File: src/rtl/situ_pkg.sv
// Package: shared constants and types for the sorted interval table.
`default_nettype none
package situ_pkg;
    localparam int DEF_TABLE_DEPTH = 64;
    localparam int DEF_TAG_BITS    = 16;

    localparam logic [1:0] FUNC_ADD    = 2'd0;
    localparam logic [1:0] FUNC_REMOVE = 2'd1;
    localparam logic [1:0] FUNC_UPDATE = 2'd2;
    localparam logic [1:0] FUNC_CLEAR  = 2'd3;

    localparam logic [1:0] OUT_DONE     = 2'd0;
    localparam logic [1:0] OUT_INVALID  = 2'd1;
    localparam logic [1:0] OUT_NOTFOUND = 2'd2;
    localparam logic [1:0] OUT_FULL     = 2'd3;

    localparam logic [1:0] ST_CONFIRMED = 2'd1;

    // Datapath commands issued by the controller
    typedef struct packed {
        logic load;      // capture the incoming item
        logic scan_tag;  // step the tag search
        logic scan_pos;  // step the placement search
        logic shift_rm;  // step the removal shift
        logic shift_in;  // step the insertion shift
        logic write_new; // write the new entry at the insert row
        logic cnt_inc;
        logic cnt_dec;
        logic cnt_clr;
        logic un_start;  // restart union walk
        logic un_step;   // step union walk
        logic ptr_clr;   // zero the walk pointer
    } t_cmd;

    // Datapath status returned to the controller
    typedef struct packed {
        logic ptr_end;   // pointer reached the walk limit
        logic ins_end;   // pointer passed the row after the last held row
        logic tag_hit;   // current entry tag matches
        logic pos_hit;   // current entry sorts at or after the new key
        logic full;
        logic key_bad;   // end not above start
    } t_sts;
endpackage
`default_nettype wire

File: src/rtl/situ_ctrl.sv
// Controller: sequences search, shift and union walks for each item.
`default_nettype none
module situ_ctrl import situ_pkg::*; #(
    parameter int TABLE_DEPTH = DEF_TABLE_DEPTH
) (
    input  wire logic        i_clk,
    input  wire logic        i_rst_n,
    input  wire logic        i_in_valid,
    output logic             o_in_ready,
    input  wire logic [1:0]  i_func,
    output logic             o_out_valid,
    input  wire logic        i_out_ready,
    output logic [1:0]       o_outcome,
    output logic [5:0]       o_row,
    output t_cmd             o_cmd,
    input  wire t_sts        i_sts,
    input  wire logic [$clog2(TABLE_DEPTH+1)-1:0] i_ptr
);
    localparam logic [2:0] S_IDLE  = 3'd0;
    localparam logic [2:0] S_FTAG  = 3'd1;
    localparam logic [2:0] S_RMV   = 3'd2;
    localparam logic [2:0] S_FPOS  = 3'd3;
    localparam logic [2:0] S_INS   = 3'd4;
    localparam logic [2:0] S_UNION = 3'd5;
    localparam logic [2:0] S_RES   = 3'd6;

    logic [2:0] r_state, n_state;
    logic [1:0] r_func, n_func, r_outc, n_outc;
    logic [5:0] r_row, n_row;
    logic       r_vld, n_vld;

    always_comb begin
        n_state = r_state; n_func = r_func; n_outc = r_outc; n_row = r_row;
        n_vld = r_vld && !i_out_ready;
        o_cmd = '0;
        o_in_ready = 1'b0;
        unique case (r_state)
            S_IDLE: begin
                o_in_ready = !r_vld || i_out_ready;
                if (i_in_valid && o_in_ready) begin
                    o_cmd.load = 1'b1;
                    o_cmd.ptr_clr = 1'b1;
                    n_func = i_func; n_outc = OUT_DONE; n_row = '0;
                    n_state = (i_func == FUNC_ADD) ? S_FPOS :
                              (i_func == FUNC_CLEAR) ? S_UNION : S_FTAG;
                    if (i_func == FUNC_CLEAR) begin
                        o_cmd.cnt_clr = 1'b1;
                        o_cmd.un_start = 1'b1;
                    end
                end
            end
            S_FTAG: begin
                if (i_sts.ptr_end) begin
                    n_outc = OUT_NOTFOUND;
                    o_cmd.ptr_clr = 1'b1; o_cmd.un_start = 1'b1;
                    n_state = S_UNION;
                end else if (i_sts.tag_hit) begin
                    n_row = 6'(i_ptr);
                    o_cmd.scan_tag = 1'b1;  // step past the hit row
                    n_state = S_RMV;
                end else o_cmd.scan_tag = 1'b1;
            end
            S_RMV: begin
                // copy row ptr to ptr-1 until the end, then drop count
                if (i_sts.ptr_end) begin
                    o_cmd.cnt_dec = 1'b1; o_cmd.ptr_clr = 1'b1;
                    if (r_func == FUNC_UPDATE) n_state = S_FPOS;
                    else begin
                        o_cmd.un_start = 1'b1; n_state = S_UNION;
                    end
                end else o_cmd.shift_rm = 1'b1;
            end
            S_FPOS: begin
                if (r_func == FUNC_ADD && i_sts.key_bad) begin
                    n_outc = OUT_INVALID;
                    o_cmd.un_start = 1'b1; n_state = S_UNION;
                end else if (r_func == FUNC_ADD && i_sts.full) begin
                    n_outc = OUT_FULL;
                    o_cmd.un_start = 1'b1; n_state = S_UNION;
                end else if (i_sts.ptr_end || i_sts.pos_hit) begin
                    n_row = 6'(i_ptr);
                    o_cmd.write_new = 1'b1;  // old row content goes to carry
                    n_state = S_INS;
                end else o_cmd.scan_pos = 1'b1;
            end
            S_INS: begin
                // carry lands at ptr and picks up the old row there; done once
                // ptr passes the row after the old last row
                if (i_sts.ins_end) begin
                    o_cmd.cnt_inc = 1'b1; o_cmd.ptr_clr = 1'b1;
                    o_cmd.un_start = 1'b1; n_state = S_UNION;
                end else o_cmd.shift_in = 1'b1;
            end
            S_UNION: begin
                if (i_sts.ptr_end) begin
                    if (r_outc != OUT_DONE) n_row = '0;
                    n_state = S_RES;
                end else o_cmd.un_step = 1'b1;
            end
            S_RES: begin
                if (!r_vld) begin
                    n_vld = 1'b1; n_state = S_IDLE;
                end
            end
            default: n_state = S_IDLE;
        endcase
    end

    always_ff @(posedge i_clk) begin
        if (!i_rst_n) begin
            r_state <= S_IDLE; r_vld <= 1'b0;
        end else begin
            r_state <= n_state; r_vld <= n_vld;
        end
    end
    always_ff @(posedge i_clk) begin
        r_func <= n_func; r_outc <= n_outc; r_row <= n_row;
    end

    assign o_out_valid = r_vld;
    assign o_outcome = r_outc;
    assign o_row = r_row;
endmodule
`default_nettype wire

File: config.mk
export PLATFORM = sky130hd
export DESIGN_NAME = situ_ctrl
export DESIGN_NICKNAME = d
export VERILOG_FILES = /design/src/rtl/situ_pkg.sv /design/src/rtl/situ_ctrl.sv
export SDC_FILE = /design/constraint.sdc
export NUM_CORES = 1
export LEC_CHECK = 0
export BUFFER_PORTS_ARGS = -buffer_cell sky130_fd_sc_hd__buf_2
export CAP_MARGIN = 10
export CELL_PAD_IN_SITES_DETAIL_PLACEMENT = 1
export CELL_PAD_IN_SITES_GLOBAL_PLACEMENT = 1
export CORE_UTILIZATION = 35
export CTS_BUF_LIST = sky130_fd_sc_hd__clkbuf_16
export DETAILED_ROUTE_END_ITERATION = 8
export GPL_TIMING_DRIVEN = 0
export PLACE_DENSITY_LB_ADDON = 0.1
export SLEW_MARGIN = 5
export SYNTH_ARGS = -nofsm -noshare
export SYNTH_HDL_FRONTEND = slang
export SYNTH_SLANG_ARGS = --single-unit
File: constraint.sdc
create_clock -name i_clk -period 5.2 [get_ports i_clk]
set_input_delay 0.52 -clock i_clk [delete_from_list [all_inputs] [get_ports i_clk]]
set_output_delay 0.52 -clock i_clk [all_outputs]
set_load 0.01 [all_outputs]
# After elaboration in Yosys (flattened, before gate mapping)
# Cells that the tools add are included.
[word_totals]
reg_bits = 14
out_inout_bits = 22
[op_classes]
n_eq_ne = 23
muxes = 60
reduce_logical = 19
[op_table]
columns = ["operator", "count"]
rows = [
  ["6-bit 2-to-1 mux", 8],
  ["3-bit 2-to-1 mux", 13],
  ["1-bit 2-to-1 mux", 28],
  ["2-bit != test, second input constant", 12],
  ["6-bit one-hot mux with 4 select lines", 1],
  ["3-bit one-hot mux with 7 select lines", 1],
  ["2-bit 2-to-1 mux", 6],
  ["3-bit equality test, second input constant", 3],
  ["9-bit AND reduction", 1],
  ["7-bit AND reduction", 1],
  ["3-bit by 2-bit equality test with 1-bit output, second input constant", 2],
  ["3-bit != test, second input constant", 2],
  ["2-bit one-hot mux with 3 select lines", 1],
  ["1-bit one-hot mux with 5 select lines", 1],
  ["2-bit equality test, second input constant", 2],
  ["1-bit logical AND", 4],
  ["2-bit logical NOT", 2],
  ["4-bit != test, second input constant", 1],
  ["4-bit AND reduction", 1],
  ["4-bit nonzero test", 1],
  ["3-bit by 1-bit equality test with 1-bit output, second input constant", 1],
  ["3-bit logical NOT", 1],
  ["1-bit one-hot mux with 3 select lines", 1],
  ["3-bit nonzero test", 1],
  ["other kinds (5)", 7],
]

# Logic depth before layout (Yosys ltp)
[depth]
ltp_word = 5
ltp_mapped = 6
ltp_nobuf = 5

# Worst setup path after synthesis
# No wires, ideal clock.
[synth_path]
path_kind = "input to register"
startpoint = "input i_sts[0] (netlist name)"
endpoint = "register r_row[0] (netlist: o_row[0]), enable pin"
setup_ps = 405
t_arrival_ps = 2057
setup_slack_ps = 2738
path_stages = 5
cell_sequence = "nor2_1 -> nor3_1 -> mux2i_1 -> nor2_1 -> a2111oi_0"
[synth_via]
elab_chain_cells = 3
[synth_rtl]
columns = ["item", "line", "text"]
rows = [
  ["from (decl)", "situ_ctrl.sv:16", "input wire t_sts i_sts,"],
  ["1-bit logical AND", "situ_ctrl.sv:74", "if (r_func == FUNC_ADD && i_sts.key_bad) begin"],
  ["2-bit != test (no line)", "--", ""],
  ["9-bit AND reduction (no line)", "--", ""],
  ["to (signal assigned)", "situ_ctrl.sv:117", "r_func <= n_func; r_outc <= n_outc; r_row <= n_row;"],
  ["to (decl)", "situ_ctrl.sv:29", "logic [5:0] r_row, n_row;"],
]
# Every way passes these cells.
# A chain may end at the register's enable or synchronous reset.

==> flow_metrics.py <==
metrics = {
    "yosys": {
        "synth_top_area_share_pct": 34.0,
        "syn-cell-area_um2": 883,
        "synth-seq-cells": 14,
        "synthesis.nets": 119,
        "ys.flop_type": "edfxtp_1",
        "netlist_instances": 100,
        "yosys.cell_count.top_type": "nor2_1",
        "synth_edf_count": 10,
        "synth_commonest_cells": "13 x nor2_1, 10 x edfxtp_1, 7 x and3_1, 7 x nor3_1, 7 x o21ai_0",
        "yosys_warnings": 0,
        "synthDistinctLibCells": 35,
        "syn_area_per_cell_um2": 8.83,
        "yosys-top-cells-area": "edfxtp_1 34%, dfxtp_1 9.1%, nor2_1 5.5%",
        "seq_area_frac_synth_pct": 43.1,
        "async_flop_share_pct": 0,
        "yosys.area.top_type": "edfxtp_1",
    },
    "floorplan": {
        "fp.dieH_um": 52.2,
        "io_pins": 41,
        "core-area_mm2": 0.00230,
        "die_width_um": 52.2,
        "dieArea_mm2": 0.00273,
        "initial_core_util_pct": 38.5,
        "row_count": 17,
    },
    "global_route": {
        "grt_max_degree": 11,
        "grt_pass1_vias": 963,
        "grtUsageTotal_pct": 24.4,
        "grt-ovfl-total": 0,
        "grt_pass1_wl_mm": 4.66,
        "antenna_found_initial": 0,
    },
    "timing": {
        "min_period_over_period_pct": 46.7,
        "setup-tns-final_ns": 0,
        "finalMaxSlewViolations": 0,
        "max_freq_mhz": 412,
        "setup_ws_ns": 2.77,
        "finalHoldViolations": 0,
        "rsz0062_at_grt": "no",
        "fin_hold_ws_ns": 0.491,
        "maxSlewHeadroom_pct": 40.9,
        "fin_worst_skew_ns": 0.00147,
        "setup_viol": 0,
        "worstMarginPinSlew_ns": 0.886,
        "layout_min_cycle_time_ns": 2.43,
    },
    "cells_and_area": {
        "fillers": 294,
        "post_route_cells_drive_above_1_share_pct": 36.4,
        "area_delta_synth_final_pct": 35.7,
        "n_antenna_cell": 0,
        "fin_util_pct": 52.2,
        "nNetsFinal": 163,
        "finalInstanceArea_mm2": 0.00120,
    },
    "placement": {
        "dp_hpwl_mm": 2.15,
        "globalplace.congestion": 0.857,
        "port_buffers": 39,
        "dp_slack_ns": 2.83,
        "postPlaceCellArea_mm2": 0.00112,
    },
    "cts": {
        "post_cts_buffers": 0,
        "clk_latency_ns": 0.24,
        "cts_resized": 0,
        "clockRootBuffer": "clkbuf_16",
        "h-tree-depth": 1,
        "clock_sinks": 14,
        "path_clk_slew_ns": 0.05,
        "clock_path_buffers": 2,
        "hold_buffers": 0,
        "cts_tree": "done",
        "numCtsBuffers": 3,
    },
    "hold_path": {
        "min_path_type": "input pin to register",
    },
    "critical_path": {
        "critPathCaptureType": "primary output",
        "path_delay_family": "simple AND/OR/NAND/NOR gates",
        "timing.rr.end": "o_row[3]$_SDFFCE_PN0P_",
        "crit_chain": "inv_2 -> nand3_2 -> nor2_1 -> and3_1 -> or4_1 -> buf_2",
        "critPathLaunchType": "register",
        "r2r_cells": 5,
        "cp-startpoint": "r_state[0]$_SDFFE_PN0P_",
        "slowest_stage": "or4_1",
        "cp_num_buf_inv": 2,
        "worstPathRequired_ns": 4.68,
        "crit_cells": 6,
        "crit_arrival_ns": 1.91,
        "cp_slowest_stage_delay_ns": 0.52,
        "r2r-start": "r_state[1]$_SDFFE_PN0P_",
        "crit_path_end": "o_cmd[2]",
        "critical_path_peak_fanout": 6,
        "crit_type": "register to primary output",
        "r2r_setup_slack_ns": 3.13,
    },
    "routing": {
        "drtIter0Drc": 32,
        "routed_wl_mm": 2.91,
        "remaining_drc_errors": 0,
        "dr.pass1.iters": 4,
        "vias": 966,
        "vias_per_cell": 5.65,
        "ant_nets": 0,
        "routedWlPerCell_um": 17.0,
    },
    "outcome": {
        "status": "completed",
    },
    "power_and_ir_drop": {
        "p_leak_nw": 0.546,
        "power.density_mw_per_mm2": 639,
        "ir_drop_mv": 0.342,
    },
    "job": {
        "drv_cap": 0,
    },
}
kinds of logic (layout without fill, tap and decap cells):
| group | after synthesis | after routing | synth area share, % |
|---|---|---|---|
| simple gates | 46 | 46 | 27.9 |
| compound gates | 26 | 26 | 19.7 |
| flops | 14 | 14 | 43.1 |
| buf+inv | 11 | 54 | 6.09 |
| mux | 2 | 2 | 2.27 |
| xor+xnor | 1 | 1 | 0.992 |
cell type report:
class | instances | area (um^2) | share of cell area, %
Sequential cell | 14 | 380 | 31.7
Inverter | 5 | 18.8 | 1.57
Timing Repair Buffer | 39 | 195 | 16.3
Clock buffer | 3 | 75.1 | 6.26
Multi-Input combinational cell | 75 | 455 | 38.0
Tap cell | 28 | 35.0 | 2.92
Clock inverter | 1 | 3.75 | 0.313
Buffer | 6 | 35.0 | 2.92
cell usage in the layout (no fill, tap or decap), types with 2 or more instances in the layout:
cell type,netlist,routed
inv_1,3,3
clkbuf_1,3,3
nand2b_1,2,2
clkbuf_16,0,3
edfxtp_1,10,10
o211ai_1,2,2
o21ai_0,7,7
a21oi_1,3,3
a31oi_1,3,3
nor2b_1,3,3
nand2_1,6,6
dfxtp_1,4,4
and3_1,7,7
nor3b_1,3,3
nor3_1,7,7
nor2_1,13,13
mux2i_1,2,2
a211oi_1,2,2
o21ai_1,2,2
inv_2,2,2
buf_2,1,40
sequential cells by signal (all words and copies together), names as in the netlist:
name / flops
r_state: 3
r_func: 2
o_row: 6
o_out_valid: 1
o_outcome: 2
stage by stage:
step / instances / power (mW)
5_1_grt: 171 / 0.823
3_3_place_gp: 167 / 0.594
3_5_place_dp: 167 / 0.615
2_1_floorplan: 100 / 0.473
4_1_cts: 171 / 0.769
6_report: 171 / 0.766
power by group:
group	total [mW]	internal, mW	switching [mW]
clock network	0.148	0.102	0.0462
logic	0.406	0.153	0.253
registers	0.212	0.188	0.0242
total	0.766	0.443	0.324
layer usage:
layer | routed length, um | share of wire, % | GRT usage [%] | vias up
met4 | 86 | 3.0 | 14.0 | 0
met5 | 0 | 0 | 0 | -
met1 | 1200 | 41 | 29.0 | 462
li1 | - | - | - | 462
met3 | 123 | 4.2 | 3.77 | 9
met2 | 1500 | 51 | 41.5 | 33
worst min path at each step:
stage | slack (ns) | from | cells past startpoint | to
2_1_floorplan | 0.62 | i_func[0] | 0 | r_func[0]$_DFFE_PP_
3_3_place_gp | 0.65 | o_out_valid$_SDFF_PN0_ | 2 | o_out_valid$_SDFF_PN0_
3_5_place_dp | 0.67 | o_out_valid$_SDFF_PN0_ | 2 | o_out_valid$_SDFF_PN0_
4_1_cts | 0.49 | i_func[0] | 1 | r_func[0]$_DFFE_PP_
5_1_grt | 0.50 | i_func[1] | 1 | r_func[1]$_DFFE_PP_
6_report | 0.49 | i_func[1] | 1 | r_func[1]$_DFFE_PP_
Note: power is estimated with default switching activity, not from simulation.
